File: src/sv/crcpd_pkg.sv
// Shared types, constants and the CRC byte update for the framed packet decoder.
package crcpd_pkg;

   localparam logic [15:0] CRC_POLY = 16'h8005;
   localparam logic [15:0] CRC_INIT = 16'hFFFF;

   // Header byte positions within a frame
   localparam logic [8:0] POS_ID       = 9'd2;
   localparam logic [8:0] POS_TS_FIRST = 9'd3;
   localparam logic [8:0] POS_TS_LAST  = 9'd6;
   localparam logic [8:0] POS_LENGTH   = 9'd7;
   localparam logic [8:0] HEADER_BYTES = 9'd8;

   // One result item as it sits in the output queue
   typedef struct packed {
      logic        is_summary;
      logic        crc_ok;
      logic [7:0]  payload_length;
      logic [31:0] frame_timestamp;
      logic [7:0]  frame_id;
      logic [7:0]  payload_index;
      logic [7:0]  payload_byte;
   } result_type;

   // MSB-first CRC-16 update over one byte, no reflection
   function automatic logic [15:0] crc_feed(input logic [15:0] crc, input logic [7:0] b);
      logic [15:0] c;
      c = crc ^ {b, 8'h00};
      for (int k = 0; k < 8; k++) begin
         if (c[15]) begin
            c = {c[14:0], 1'b0} ^ CRC_POLY;
         end else begin
            c = {c[14:0], 1'b0};
         end
      end
      return c;
   endfunction

endpackage

File: src/sv/crc_framed_packet_decoder.sv
// Top level: framed packet decoder with CRC-16 check, one frame byte per request.
//
// Request channel (req_): one frame byte in req_tdata, req_tuser high on byte 0 of
// a frame. A start always restarts decoding; bytes outside a frame are dropped.
// Response channel (rsp_): rsp_tuser low for a payload byte result, high for the
// end-of-frame summary that carries crc_ok. Header bytes and the CRC high byte
// give no response.
// Throughput: one request per cycle while the queue has room, set by the
// combinational CRC byte update in the decode state loop. Each response is
// registered in the output queue, behind any response still waiting there.
// Stall: responses go into a two-entry queue; req_tready drops only when both
// entries are occupied, so a request is still taken while one response waits.
// Reset (synchronous): decoder goes idle, CRC returns to 0xFFFF, held header
// fields clear and the queue empties.
module crc_framed_packet_decoder (
   input  logic        clock,
   input  logic        reset,
   input  logic        req_tvalid,
   output logic        req_tready,
   input  logic [7:0]  req_tdata,   // [7:0] in_byte
   input  logic        req_tuser,   // [0] frame_start
   output logic        rsp_tvalid,
   input  logic        rsp_tready,
   // [7:0] payload_byte, [15:8] payload_index, [23:16] frame_id,
   // [55:24] frame_timestamp, [63:56] payload_length, [64] crc_ok, [71:65] zero
   output logic [71:0] rsp_tdata,
   output logic        rsp_tuser    // [0] is_summary
);

   logic [8:0]  pos_ff, pos_in;
   logic [15:0] crc_ff, crc_in;
   logic        active_ff, active_in;
   logic [7:0]  id_ff, id_in;
   logic [31:0] ts_ff, ts_in;
   logic [7:0]  len_ff, len_in;
   logic [7:0]  crc_high_ff, crc_high_in;

   logic        req_accept;
   logic [8:0]  pos_cur;
   logic [15:0] crc_cur;
   logic        active_cur;
   logic [8:0]  crc_pos;
   logic        push_valid;
   logic        push_ready;
   crcpd_pkg::result_type push_data;
   crcpd_pkg::result_type pop_data;

   assign req_tready = push_ready;
   assign req_accept = req_tvalid && req_tready;
   assign crc_pos    = crcpd_pkg::HEADER_BYTES + {1'b0, len_ff};

   // Decode one byte against the frame state
   always_comb begin
      pos_cur    = req_tuser ? 9'd0 : pos_ff;
      crc_cur    = req_tuser ? crcpd_pkg::CRC_INIT : crc_ff;
      active_cur = req_tuser || active_ff;

      pos_in      = pos_ff;
      crc_in      = crc_ff;
      active_in   = active_ff;
      id_in       = id_ff;
      ts_in       = ts_ff;
      len_in      = len_ff;
      crc_high_in = crc_high_ff;

      push_valid                = 1'b0;
      push_data.is_summary      = 1'b0;
      push_data.crc_ok          = 1'b0;
      push_data.payload_byte    = req_tdata;
      push_data.payload_index   = pos_cur[7:0] - crcpd_pkg::HEADER_BYTES[7:0];
      push_data.frame_id        = id_ff;
      push_data.frame_timestamp = ts_ff;
      push_data.payload_length  = len_ff;

      if (req_accept && active_cur) begin
         pos_in    = pos_cur + 9'd1;
         crc_in    = crc_cur;
         active_in = 1'b1;
         priority if (pos_cur < crcpd_pkg::HEADER_BYTES) begin
            crc_in = crcpd_pkg::crc_feed(crc_cur, req_tdata);
            if (pos_cur == crcpd_pkg::POS_ID) begin
               id_in = req_tdata;
            end else if (pos_cur >= crcpd_pkg::POS_TS_FIRST &&
                         pos_cur <= crcpd_pkg::POS_TS_LAST) begin
               ts_in = {ts_ff[23:0], req_tdata};
            end else if (pos_cur == crcpd_pkg::POS_LENGTH) begin
               len_in = req_tdata;
            end
         end else if (pos_cur < crc_pos) begin
            // Payload byte is pushed to the queue at once
            crc_in     = crcpd_pkg::crc_feed(crc_cur, req_tdata);
            push_valid = 1'b1;
         end else if (pos_cur == crc_pos) begin
            crc_high_in = req_tdata;
         end else begin
            // CRC low byte: summary, then idle
            push_valid              = 1'b1;
            push_data.is_summary    = 1'b1;
            push_data.payload_byte  = 8'd0;
            push_data.payload_index = 8'd0;
            push_data.crc_ok        = (crc_cur == {crc_high_ff, req_tdata});
            active_in               = 1'b0;
         end
      end
   end

   always_ff @(posedge clock) begin
      if (reset) begin
         pos_ff      <= 9'd0;
         crc_ff      <= crcpd_pkg::CRC_INIT;
         active_ff   <= 1'b0;
         id_ff       <= 8'd0;
         ts_ff       <= 32'd0;
         len_ff      <= 8'd0;
         crc_high_ff <= 8'd0;
      end else begin
         pos_ff      <= pos_in;
         crc_ff      <= crc_in;
         active_ff   <= active_in;
         id_ff       <= id_in;
         ts_ff       <= ts_in;
         len_ff      <= len_in;
         crc_high_ff <= crc_high_in;
      end
   end

   crcpd_out_queue u_out_queue (
      .clock      (clock),
      .reset      (reset),
      .push_valid (push_valid),
      .push_ready (push_ready),
      .push_data  (push_data),
      .pop_valid  (rsp_tvalid),
      .pop_ready  (rsp_tready),
      .pop_data   (pop_data)
   );

   // Response packing
   assign rsp_tuser = pop_data.is_summary;
   assign rsp_tdata = {7'd0, pop_data.crc_ok, pop_data.payload_length,
                       pop_data.frame_timestamp, pop_data.frame_id,
                       pop_data.payload_index, pop_data.payload_byte};

   // Checks
   a_summary_idles: assert property (@(posedge clock) disable iff (reset)
      (push_valid && push_data.is_summary) |=> !active_ff)
      else $error("decoder still active after summary");
   a_index_in_range: assert property (@(posedge clock) disable iff (reset)
      (rsp_tvalid && !rsp_tuser) |-> (pop_data.payload_index < pop_data.payload_length))
      else $error("payload index beyond declared length");
   a_payload_no_ok: assert property (@(posedge clock) disable iff (reset)
      (rsp_tvalid && !rsp_tuser) |-> !pop_data.crc_ok)
      else $error("crc_ok set on a payload response");
   a_idle_no_push: assert property (@(posedge clock) disable iff (reset)
      (!active_ff && !req_tuser) |-> !push_valid)
      else $error("response from a byte outside a frame");

endmodule

File: src/sv/crcpd_out_queue.sv
// Two-entry result queue that decouples the decoder from a stalling receiver.
module crcpd_out_queue (
   input  logic                   clock,
   input  logic                   reset,
   input  logic                   push_valid,
   output logic                   push_ready,
   input  crcpd_pkg::result_type  push_data,
   output logic                   pop_valid,
   input  logic                   pop_ready,
   output crcpd_pkg::result_type  pop_data
);

   crcpd_pkg::result_type entry_ff [2];
   logic       wr_ptr_ff, wr_ptr_in;
   logic       rd_ptr_ff, rd_ptr_in;
   logic [1:0] count_ff, count_in;
   logic       do_push, do_pop;

   assign push_ready = (count_ff != 2'd2);
   assign pop_valid  = (count_ff != 2'd0);
   assign pop_data   = entry_ff[rd_ptr_ff];
   assign do_push    = push_valid && push_ready;
   assign do_pop     = pop_valid && pop_ready;

   // Pointer and fill count update
   always_comb begin
      wr_ptr_in = do_push ? ~wr_ptr_ff : wr_ptr_ff;
      rd_ptr_in = do_pop ? ~rd_ptr_ff : rd_ptr_ff;
      count_in  = count_ff + {1'b0, do_push} - {1'b0, do_pop};
   end

   always_ff @(posedge clock) begin
      if (reset) begin
         wr_ptr_ff <= 1'b0;
         rd_ptr_ff <= 1'b0;
         count_ff  <= 2'd0;
      end else begin
         wr_ptr_ff <= wr_ptr_in;
         rd_ptr_ff <= rd_ptr_in;
         count_ff  <= count_in;
      end
   end

   // Storage, no reset needed
   always_ff @(posedge clock) begin
      if (do_push) begin
         entry_ff[wr_ptr_ff] <= push_data;
      end
   end

   // Checks
   a_count_range: assert property (@(posedge clock) disable iff (reset)
      count_ff != 2'd3)
      else $error("queue count out of range");
   a_ptr_match: assert property (@(posedge clock) disable iff (reset)
      (count_ff == 2'd0 || count_ff == 2'd2) |-> (wr_ptr_ff == rd_ptr_ff))
      else $error("queue pointers disagree with count");
   a_push_counts: assert property (@(posedge clock) disable iff (reset)
      (do_push && !do_pop) |=> (count_ff == $past(count_ff) + 2'd1))
      else $error("push without pop did not grow the queue");

endmodule
File: config.mk
export PLATFORM = sky130hd
export DESIGN_NAME = crc_framed_packet_decoder
export DESIGN_NICKNAME = d
export VERILOG_FILES = /design/src/sv/crcpd_pkg.sv /design/src/sv/crc_framed_packet_decoder.sv /design/src/sv/crcpd_out_queue.sv
export SDC_FILE = /design/constraint.sdc
export NUM_CORES = 1
export LEC_CHECK = 0
export BUFFER_PORTS_ARGS = -buffer_cell sky130_fd_sc_hd__buf_2
export CAP_MARGIN = 20
export CORE_MARGIN = 5
export CORE_UTILIZATION = 54
export CTS_CLUSTER_DIAMETER = 40
export DETAILED_ROUTE_END_ITERATION = 16
export GPL_ROUTABILITY_DRIVEN = 0
export GPL_TIMING_DRIVEN = 0
export PLACE_DENSITY = 0.88
export SLEW_MARGIN = 20
export SYNTH_ARGS = -nofsm -noshare
export SYNTH_HDL_FRONTEND = slang
export SYNTH_SLANG_ARGS = --single-unit
File: constraint.sdc
create_clock -name clock -period 5.9 [get_ports clock]
set_input_delay 0.295 -clock clock [delete_from_list [all_inputs] [get_ports clock]]
set_output_delay 0.295 -clock clock [all_outputs]
set_load 0.005 [all_outputs]
==> results of run 1 <==
per-layer routing:
| layer | vias to the layer above | global-route usage | wire (µm) |
|---|---|---|---|
| met5 | - | 0 | 0 |
| met4 | 0 | 0.0760 | 729 |
| met3 | 66 | 0.0392 | 1590 |
| met2 | 304 | 0.361 | 10900 |
| met1 | 3070 | 0.261 | 8390 |
| li1 | 2900 | - | - |
sequential cells by signal, indices dropped and copies added, names as in the netlist, 2 cells and up, named ones only:
name,flops
ts_ff,32
len_ff,8
u_out_queue.count_ff,2
pos_ff,9
crc_high_ff,8
u_out_queue.entry_ff,132
crc_ff,16
id_ff,8
power by group through the flow:
stage | Combinational (mW) | Clock [mW] | Sequential (mW)
after global placement | 0.408 | 0 | 1.67
after floorplan | 0.285 | 0 | 1.67
after detailed placement | 0.415 | 0 | 1.68
final | 0.420 | 1.47 | 1.64
after CTS | 0.421 | 1.48 | 1.64
after global routing | 0.453 | 1.54 | 1.64
synth_stat cells (2+ instances only):
master                     instances  area [µm²]
sky130_fd_sc_hd__buf_4            21         158
sky130_fd_sc_hd__nor3_1           17        85.1
sky130_fd_sc_hd__a22o_1            6        52.6
sky130_fd_sc_hd__nor4_1            8        50.1
sky130_fd_sc_hd__ha_1             17         213
sky130_fd_sc_hd__inv_1             9        33.8
sky130_fd_sc_hd__edfxtp_1        132        3960
sky130_fd_sc_hd__clkbuf_1         22        82.6
sky130_fd_sc_hd__nand2b_1         16         100
sky130_fd_sc_hd__a211oi_1          2        15.0
sky130_fd_sc_hd__dfxtp_1          87        1740
sky130_fd_sc_hd__or3_1             2        12.5
sky130_fd_sc_hd__mux2_2           66         743
sky130_fd_sc_hd__o211ai_1          2        15.0
sky130_fd_sc_hd__nand4_1           3        18.8
sky130_fd_sc_hd__o22ai_1          14        87.6
sky130_fd_sc_hd__a31oi_1           5        31.3
sky130_fd_sc_hd__and2_1            2        12.5
sky130_fd_sc_hd__nor2_1           88         330
sky130_fd_sc_hd__xnor2_2           4        65.1
sky130_fd_sc_hd__nor2_2            4        25.0
sky130_fd_sc_hd__a21o_1            7        52.6
sky130_fd_sc_hd__buf_2             8        40.0
sky130_fd_sc_hd__mux2i_1          56         561
sky130_fd_sc_hd__xnor2_1          28         245
sky130_fd_sc_hd__xor2_1           15         131
sky130_fd_sc_hd__a21oi_1          19        95.1
sky130_fd_sc_hd__nor2b_1          20         125
sky130_fd_sc_hd__buf_6             5        56.3
sky130_fd_sc_hd__nand2_1          17        63.8
sky130_fd_sc_hd__a22oi_1           3        22.5
sky130_fd_sc_hd__nand3_1          11        55.1
sky130_fd_sc_hd__and3_1            3        18.8
sky130_fd_sc_hd__o21ai_0          12        60.1
logic make-up after synthesis:
logic type      count (synthesis)  share of synthesized area
flops                         219                      0.596
xor+xnor                       49                     0.0510
mux                           122                      0.136
buf+inv                        65                     0.0387
simple gates                  198                      0.101
fa+ha+maj                      17                     0.0222
compound gates                 79                     0.0543
other cells                     1                   0.000392
final cells by class:
cell class / instances / area (µm²) / area share
tap: 225 / 282 / 0.0254
timing repair buffer: 77 / 430 / 0.0388
clock buffer: 26 / 617 / 0.0556
buffer: 56 / 337 / 0.0304
inverter: 9 / 33.8 / 0.00305
clock inverter: 15 / 159 / 0.0143
multi-input combinational: 472 / 3520 / 0.318
sequential: 219 / 5710 / 0.515
final timing paths:
| kind | from | endpoint | depth (start not counted) |
|---|---|---|---|
| max reg2reg | pos_ff[1] | u_out_queue.entry_ff[0][49] | 9 |
| min | req_tdata[3] | crc_high_ff[3] | 3 |
| min reg2reg | ts_ff[28] | u_out_queue.entry_ff[1][52] | 0 |
| max | req_tuser | u_out_queue.entry_ff[0][49] | 14 |
critical path, delay by kind of cell:
kind / cells / cell delay, ns
compound gates: 2 / 0.58
fa+ha+maj: 1 / 0.36
buf+inv: 6 / 1.69
simple gates: 5 / 1.04
through the flow:
step / std cells / hold WS (ns) / cell area, µm²
2_1_floorplan: 756 / 0.425 / 9590
3_3_place_gp: 1055 / 0.433 / 10200
5_1_grt: 1099 / 0.174 / 11100
3_5_place_dp: 1058 / 0.445 / 10300
4_1_cts: 1099 / 0.131 / 11100
6_report: 1099 / 0.142 / 11100
==> metrics.txt, run 1 <==
Max Cap Viol=0; largest net degree at the start of global routing=35; Worst path max stage delay=0.63 ns; clock transition at the registers of the reported paths=~0.06 ns; post-synthesis area per instance=roughly 13 µm²; CP max FO=26; final-stage net count=approximately 890; clock sinks=219; Seq/Total Area, Yosys=0.596; post-route ant nets=0; Post-Syn Area=between 9000 and 10000 µm²; proportion of total power due to net switching=0.240; total number of vias=6340; worst setup path category=input port to flip-flop; master cell of the clock root buffer=sky130_fd_sc_hd__clkbuf_16; count of buffers inserted at the top-level ports=74; commonest non-fill, non-tap cell in the layout=sky130_fd_sc_hd__edfxtp_1; fraction of power consumed by the clock network=0.416; post-route setup TNS=0 ns; Starting DRT DRC Count=slightly below 600; antenna cells=0; number of enable flip-flop cells after synthesis=around 130; via count of the first global-routing pass=about 6400; part of the cycle the worst path needs=0.645; post-place setup slack=approximately 1.7 ns; # H-tree levels=1; DP Wirelength=~14 mm; layout overhead on the synthesized area=15.9%; maximum operating frequency=263 MHz; post_cts resized=0; slew margin rel.=0.491; register-to-register path setup slack=2.40 ns; final critical delay including setup and external delays=3.81 ns; Inserted Clock Buffers=23; internal power=~2.7 mW; count of endpoints failing setup in the final report=0; initial core utilization=0.551; detailed-routing iteration count for the pre-antenna-repair pass=5; initial antenna violation count=0; post-synthesis cell count=750; most numerous cell on the critical path=sky130_fd_sc_hd__buf_2; IO Pins=a little under 90; Tightest Pin Transition=approximately 0.76 ns; Async S/R FF share, synth=0; final setup slack of the worst path=2.09 ns; Psw=about 0.85 mW; Synth cell types=53; Worst-Skew Late Latency=0.50 ns; combinational power share=0.119; number of synthesized register bits=~220; library cell contributing the largest single delay on the critical path=sky130_fd_sc_hd__nor2b_4; Worst Setup Start Kind=input port; ratio of total power to cell area=319 nW/µm²; GRT Total Usage=0.208; post-layout power=between 3 and 4 mW; commonest non-fill, non-tap cells in the layout=132 x sky130_fd_sc_hd__edfxtp_1, 88 x sky130_fd_sc_hd__nor2_1, 87 x sky130_fd_sc_hd__dfxtp_1; routed length per placed instance=~20 µm; Die Y=around 140 µm; RSZ-0062 raised after global routing=no; share of power burned in registers=0.465; data required time of the critical path=approximately 6 ns; Max Root-Sink Buffers=3; setup repair bufs after CTS=0; most instantiated flip-flop cell in the synthesis netlist=sky130_fd_sc_hd__edfxtp_1; horizontal die dimension=about 140 µm; Fill cells=between 1000 and 1500; Setup crit end kind=flip-flop; final worst clock skew=0.00839 ns; number of standard-cell rows in the floorplan=48; Residual DRC=0; hold violation total from the final report=0; TritonCTS clock tree=built; via density per instance=between 5 and 6; die footprint=20500 µm²; run status=finished, final reports clean; Core Footprint=about 17000 µm²; Layout Utilization=0.639; count of hold buffers inserted by post-cts repair=0; Syn. warnings=0; routed wire length=21.6 mm; max-slew violation count=0; global-route wire length before repair=roughly 34 mm; global route overflow=0; cell breakdown of the critical path=buf_4 > buf_2 > buf_2 > buf_2 > clkbuf_1 > nor2b_1 > ha_1 > nand4_1 > nor2_1 > o21ai_1 > nand3_1 > a211oi_2 > nor2b_4 > buf_12; leakage power of the design=around 4.5 nW; Max IR drop VDD=between 200 and 250 µV; Arrival @ worst endpoint=4.00 ns; class of the worst hold path=input port to flip-flop; layout cell share with drive strength beyond 1=0.270
No activity file was read; power rests on OpenSTA's default activity.
==> run 2: changes to the inputs <==
==> constraint.sdc (replaced) <==
create_clock -name clock -period 3.05 [get_ports clock]
set_input_delay 0.1525 -clock clock [delete_from_list [all_inputs] [get_ports clock]]
set_output_delay 0.1525 -clock clock [all_outputs]
set_load 0.005 [all_outputs]
==> run 2 against run 1 <==
- critical path depth fell by 4
- power is 91% higher
- register-to-register slack got worse by 2.4 ns
- highest routed layer unchanged
==> metrics.txt, run 2 (synthesis gave the netlist of run 1 again) <==
library cell contributing the largest single delay on the critical path=sky130_fd_sc_hd__a211oi_4; Residual DRC=0 (unchanged); global route overflow=0 (unchanged); number of standard-cell rows in the floorplan=48 (unchanged); clock sinks=219 (unchanged); commonest non-fill, non-tap cell in the layout=sky130_fd_sc_hd__edfxtp_1; final critical delay including setup and external delays=between 3 and 4 ns; Starting DRT DRC Count=545 (-8.7%); antenna cells=0 (unchanged); post-route setup TNS=0 ns (unchanged); slew margin rel.=0.485 (-0.00629); Core Footprint=17400 µm² (unchanged); ratio of total power to cell area=598 nW/µm² (+88%); total number of vias=6381 (+0.65%); Arrival @ worst endpoint=3.23 ns (-0.77 ns); maximum operating frequency=approximately 330 MHz; cell area after placement=10400 µm² (+0.55%); kind of cell adding the most delay to the critical path=simple AND/OR/NAND/NOR gates; initial antenna violation count=0 (unchanged); Tightest Pin Transition=0.773 ns (+0.00944 ns); number of placed instances with taps included=1058 (unchanged); hold violation total from the final report=0 (unchanged); most numerous cell on the critical path=sky130_fd_sc_hd__nand3_1; layout overhead on the synthesized area=17.8%; count of endpoints failing setup in the final report=0 (unchanged); detailed-routing iteration count for the pre-antenna-repair pass=5 (unchanged); largest net degree at the start of global routing=36 (+2.9%); final worst clock skew=0.00973 ns (+0.00134 ns); Worst path max stage delay=0.46 ns (-0.17 ns); top register by number of flip-flops=u_out_queue.entry_ff; Max Root-Sink Buffers=3 (unchanged); IO Pins=88 (unchanged); Inserted Clock Buffers=23 (unchanged); data required time of the critical path=3.26 ns (-2.84 ns); # H-tree levels=1 (unchanged); post-route ant nets=0 (unchanged); final-stage net count=902 (+1.6%); commonest non-fill, non-tap cells in the layout=132 x sky130_fd_sc_hd__edfxtp_1, 88 x sky130_fd_sc_hd__nor2_1, 83 x sky130_fd_sc_hd__dfxtp_1; Setup crit end kind=flip-flop; worst setup path category=flip-flop to flip-flop; clock transition at the registers of the reported paths=0.06 ns (about the same); class of the worst hold path=input port to flip-flop; TritonCTS clock tree=built; initial core utilization=0.551 (unchanged); flip-flop count of the largest register, all copies and words added=132 (unchanged); Die Y=143 µm (unchanged); leakage power of the design=4.54 nW (+1.5%); GRT Total Usage=0.217 (+0.00863); Worst Setup Start Kind=flip-flop; sum of buffers and inverters on the critical path=2 (-4); part of the cycle the worst path needs=0.989; global-route wire length before repair=34.7 mm (+2.7%); Worst-Skew Late Latency=0.51 ns (about the same); via count of the first global-routing pass=6497 (+0.95%); DP Wirelength=13.8 mm (-2.9%); master cell of the clock root buffer=sky130_fd_sc_hd__clkbuf_16; top flop regs=u_out_queue.entry_ff (132), ts_ff (32), crc_ff (16); cell breakdown of the critical path=nor2b_2 > ha_1 > a21oi_1 > o21ai_0 > nand3_1 > nand3_1 > a211oi_4 > nor2b_4 > buf_4 > buf_12; routed length per placed instance=19.9 µm (+1.1%); post-layout power=6.74 mW (+91%); run status=finished, final reports clean; horizontal die dimension=143 µm (unchanged); fin area=11300 µm² (+1.7%); via density per instance=5.73 (-0.71%); number of non-filler instances in the completed layout=1114 (+1.4%); die footprint=20500 µm² (unchanged); count of buffers inserted at the top-level ports=74 (unchanged); Max IR drop VDD=367 µV (+83%); Max Cap Viol=0 (unchanged); routed wire length=22.1 mm (+2.5%); CP max FO=25 (-3.8%); max-slew violation count=0 (unchanged); layout cell share with drive strength beyond 1=0.292 (+0.0224)
## run 2: cell count changes in the layout (fill, tap and decap cells not counted), sizes merged
cell	before	now
clkinvlp	0	2
dlygate4sd3	0	1
inv	17	13
clkinv	5	7
clkbuf	48	51
bufinv	2	1
and2	2	3
buf	111	122
## run 2: routing by layer
metal / vias to the layer above / track usage / wire, µm
li1: 2922 / - / -
met1: 3068 / 0.270 / 8460
met2: 321 / 0.369 / 10900
met3: 70 / 0.0425 / 1960
met4: 0 / 0.0945 / 863
met5: - / 0 / 0
## run 2: worst paths after layout
kind                                   start                           to  slack [ns]  cells past startpoint
worst max register to register     pos_ff[6]  u_out_queue.entry_ff[0][24]        0.03                     10
worst min-delay path            req_tdata[3]                     ts_ff[3]        0.02                      3
worst min register to register      id_ff[0]  u_out_queue.entry_ff[0][16]        0.46                      0
worst max-delay path               pos_ff[6]  u_out_queue.entry_ff[0][24]        0.03                     10
## run 2: final cells by class
type / instances / area [µm²]
well taps: 225 / 282
inverters: 9 / 33.8
repair buffers: 90 / 543
clock inverters: 14 / 121
plain buffers: 56 / 369
multi-input cells: 473 / 3590
fillers: 1169 / 6090
flip-flops and latches: 219 / 5710
clock buffers: 28 / 624
## run 2: what timing repair did
action / in CTS / in global routing
pin swaps: 1 / 2
cloned: 1 / 0
endpoints found under the setup margin: 117 / 159
hold endpoints to repair: 2 / 0
hold buffers: 1 / 0
gates resized for setup: 1 / 10
setup buffers: 6 / 6
## run 2: through the flow
| stage | hold WS, ns | worst slack, ns | utilization |
|---|---|---|---|
| global route | 0.0549 | -0.0415 | 0.649 |
| CTS | 0.000118 | 0.0301 | 0.645 |
| floorplan | 0.415 | -0.305 | - |
| global placement | 0.431 | -1.19 | 0.594 |
| detailed placement | 0.437 | -0.408 | 0.597 |
| finish | 0.0158 | 0.0326 | 0.649 |
## run 2: power by group
group,internal (mW),switching [mW],leakage (nW)
Sequential,3.14,0.0368,1.95
Clock,1.56,1.17,0.365
Combinational,0.408,0.419,2.23
Total,5.11,1.63,4.54
## run 2: worst reg2reg max path, stage by stage, from the launching register on
cell and delay (ns):
sky130_fd_sc_hd__dfxtp_1 0.44, sky130_fd_sc_hd__nor2b_2 0.35, sky130_fd_sc_hd__ha_1 0.31, sky130_fd_sc_hd__a21oi_1 0.12, sky130_fd_sc_hd__o21ai_0 0.10, sky130_fd_sc_hd__nand3_1 0.17, sky130_fd_sc_hd__nand3_1 0.16, sky130_fd_sc_hd__a211oi_4 0.46
sky130_fd_sc_hd__nor2b_4 0.24, sky130_fd_sc_hd__buf_4 0.17, sky130_fd_sc_hd__buf_12 0.20
==> run 3: changes to the inputs <==
--- a/config.mk
+++ b/config.mk
@@ -17,4 +17,5 @@
 export SLEW_MARGIN = 20
 export SYNTH_ARGS = -nofsm -noshare
 export SYNTH_HDL_FRONTEND = slang
+export SYNTH_HIERARCHICAL = 1
 export SYNTH_SLANG_ARGS = --single-unit
==> run 3 against run 2 <==
- clock power up 7.3%
- final cell count up 3.6%
- clock skew up 0.0042 ns
- core utilization up 0.50 points
- critical endpoint is now u_out_queue/entry_ff[0][2]
- largest cell class unchanged
- die area up 3.0%
==> metrics.txt, run 3 <==
run status=finished, final reports clean; Post-Syn Area=9880 µm² (+3.2%); clock sinks=219 (unchanged); Arrival @ worst endpoint=3.20 ns (-0.03 ns); IO Pins=88 (unchanged); Setup crit end kind=flip-flop; worst setup path category=flip-flop to flip-flop; horizontal die dimension=145 µm (+1.5%); Async S/R FF share, synth=0 (unchanged); global route overflow=0 (unchanged); Max Root-Sink Buffers=3 (unchanged); Fill cells=1177 (+0.68%); CP max FO=8 (-68%); Inserted Clock Buffers=26 (+13%); data required time of the critical path=3.28 ns (+0.02 ns); Layout Utilization=0.654 (+0.00502); GRT Total Usage=0.210 (-0.00737); total number of vias=6740 (+5.6%); Synth top cells by count=132 x sky130_fd_sc_hd__edfxtp_1, 91 x sky130_fd_sc_hd__nor2_1, 87 x sky130_fd_sc_hd__dfxtp_1; GR peak layer=met2; top flop regs=u_out_queue/entry_ff (132), ts_ff (32), crc_ff (16); Starting DRT DRC Count=720 (+32%); met2 track utilization from global routing=0.352 (-0.0175); part of the cycle the worst path needs=0.974 (-0.0150); # H-tree levels=1 (unchanged); master cell of the clock root buffer=sky130_fd_sc_hd__clkbuf_16; global-route wire length before repair=36.2 mm (+4.4%); area of combinational cells with multiple inputs=3950 µm² (+10%); Core Footprint=18000 µm² (+3.5%); detailed-routing iteration count for the pre-antenna-repair pass=5 (unchanged); number of synthesized register bits=219 (unchanged); commonest non-fill, non-tap cell in the layout=sky130_fd_sc_hd__edfxtp_1; Register Area=5710 µm² (about the same); final setup slack of the worst path=0.0783 ns (+0.0456 ns); top register by number of flip-flops=u_out_queue/entry_ff; share of power burned in registers=0.488 (+0.016); routed length per placed instance=20.4 µm (+2.6%); ratio of total power to cell area=552 nW/µm² (-7.7%); maximum operating frequency=337 MHz (+1.5%); timing startpoint of the critical path=pos_ff[3]; flip-flop count of the largest register, all copies and words added=132 (unchanged); slew margin rel.=0.447 (-0.0376); met1 Use GR=0.264 (-0.00622); number of enable flip-flop cells after synthesis=132 (unchanged); Residual DRC=0 (unchanged); post-synthesis cell count=778 (+3.7%); largest net degree at the start of global routing=34 (-5.6%); register-to-register path setup slack=0.08 ns (+0.05 ns); number of standard-cell rows in the floorplan=49 (+2.1%); antenna cells=0 (unchanged); worst r2r dst=u_out_queue/entry_ff[0][2]; combinational power share=0.061 (-0.062); commonest non-fill, non-tap cells in the layout=132 x sky130_fd_sc_hd__edfxtp_1, 89 x sky130_fd_sc_hd__buf_2, 89 x sky130_fd_sc_hd__nor2_1; Tightest Pin Transition=0.824 ns (+0.0508 ns); final critical delay including setup and external delays=2.97 ns (-0.0456 ns); Psw=1.48 mW (-9.2%); count of buffers inserted at the top-level ports=74 (unchanged); via density per instance=5.84 (+2.0%); layout overhead on the synthesized area=19.0%; initial core utilization=0.550 (-0.00134); post-synthesis area per instance=12.7 µm² (-0.47%); class of the worst hold path=input port to flip-flop; cell type with the largest total area after synthesis=sky130_fd_sc_hd__edfxtp_1; post-place setup slack=-0.776 ns (-0.367 ns); post-route ant nets=0 (unchanged); max-slew violation count=0 (unchanged); most instantiated flip-flop cell in the synthesis netlist=sky130_fd_sc_hd__edfxtp_1; Synth top area share=0.401 (-0.0130); hold violation total from the final report=0 (unchanged); R2R cell count=10 (unchanged); Seq/Total Area, Yosys=0.578 (-0.0187); worst setup path endpoint=u_out_queue/entry_ff[0][2]; final worst clock skew=0.0139 ns (+0.00417 ns); die footprint=21100 µm² (+3.0%); Worst Setup Start Kind=flip-flop; Synth cell types=61 (+15%); number of stages on the worst hold path=4 (+1); post-layout power=6.49 mW (-3.7%); most frequent cell after synthesis=sky130_fd_sc_hd__edfxtp_1; Max IR drop VDD=373 µV (+1.7%); layout cell share with drive strength beyond 1=0.277 (-0.0157); Synth area leaders=sky130_fd_sc_hd__edfxtp_1 40%, sky130_fd_sc_hd__dfxtp_1 18%, sky130_fd_sc_hd__mux2_4 6.1%, sky130_fd_sc_hd__mux2i_1 5.7%, sky130_fd_sc_hd__nor2_1 3.5%; final-stage net count=934 (+3.5%); proportion of total power due to net switching=0.228 (-0.0138); fraction of power consumed by the clock network=0.451 (+0.045); GR met3 Demand/Resource=0.0455 (+0.00299); worst reg2reg startpoint=pos_ff[3]; clock transition at the registers of the reported paths=0.06 ns (about the same); internal power=5.01 mW (-2.0%); DP Wirelength=14.6 mm (+6.1%); routed wire length=23.5 mm (+6.3%); Syn. warnings=6 (+6); TritonCTS clock tree=built; count of endpoints failing setup in the final report=0 (unchanged); min-delay src=rsp_tready; Die Y=145 µm (+1.5%); Worst-Skew Late Latency=0.51 ns (about the same); initial antenna violation count=0 (unchanged); Max Cap Viol=0 (unchanged); leakage power of the design=4.52 nW (-0.48%); via count of the first global-routing pass=6745 (+3.8%)
[run 3: worst max-delay path, cell delays in order, from the launching register on]
cell and delay [ns]:
sky130_fd_sc_hd__dfxtp_1 0.46, sky130_fd_sc_hd__nor2b_2 0.35, sky130_fd_sc_hd__inv_1 0.14, sky130_fd_sc_hd__ha_1 0.33, sky130_fd_sc_hd__o21ai_2 0.20, sky130_fd_sc_hd__nand2_2 0.22
sky130_fd_sc_hd__nor2_4 0.26, sky130_fd_sc_hd__nand3b_1 0.18, sky130_fd_sc_hd__clkinvlp_4 0.22, sky130_fd_sc_hd__buf_6 0.15, sky130_fd_sc_hd__clkbuf_16 0.15
[run 3: cell families after synthesis]
group	synth area share
AND/OR/NAND/NOR	0.110
AO/OA/AOI/OAI	0.0602
adder cells (fa/ha/maj)	0.0203
XOR/XNOR	0.0459
other	0.000380
buffers and inverters	0.0362
multiplexers	0.149
flip-flops	0.578
[run 3: repair_timing]
action / in CTS / in global routing
hold endpoints to repair: 5 / 0
setup endpoints to repair: 126 / 146
cloned: 2 / 1
hold buffers: 1 / 0
buffers inserted: 6 / 8
gates resized for setup: 5 / 11
pin swaps: 3 / 4
[run 3: routing by layer]
metal  up-vias  share of wire
li1       3054              -
met1      3262           0.38
met2       351           0.49
met3        73          0.089
met4         0          0.034
met5         -              0
[run 3: stage by stage]
step	TNS (ns)	cell area (µm²)	hold WS, ns	instances
finish	0	11800	0.0505	1154
global route	-0.0721	11800	0.110	1154
global placement	-134.07	10700	0.430	1087
floorplan	-10.15	10000	0.222	784
detailed placement	-87.09	10700	0.438	1089
CTS	-0.217	11600	0.0505	1146
[run 3: worst min path at each step]
stage,to,slack [ns]
after floorplan,u_out_queue/wr_ptr_ff,0.22
after global placement,u_out_queue/entry_ff[0][16],0.43
after detailed placement,u_out_queue/wr_ptr_ff,0.44
after CTS,flip-flop,0.05
after global routing,flip-flop,0.11
final,u_out_queue/rd_ptr_ff,0.05
[run 3: area by class of cell]
type / count / share of cell area
clock inverters: 14 / 0.00862
clock buffers: 34 / 0.0623
inverters: 9 / 0.00319
well taps: 229 / 0.0244
repair buffers: 93 / 0.0509
flip-flops and latches: 219 / 0.486
multi-input cells: 505 / 0.336
plain buffers: 51 / 0.0284
[run 3: power groups by stage]
stage / combinational (mW) / sequential (mW) / clock (mW)
3_3_place_gp: 0.375 / 3.23 / 0
5_1_grt: 0.430 / 3.17 / 3.09
3_5_place_dp: 0.385 / 3.23 / 0
4_1_cts: 0.391 / 3.16 / 2.94
2_1_floorplan: 0.302 / 3.22 / 0
6_report: 0.399 / 3.17 / 2.93
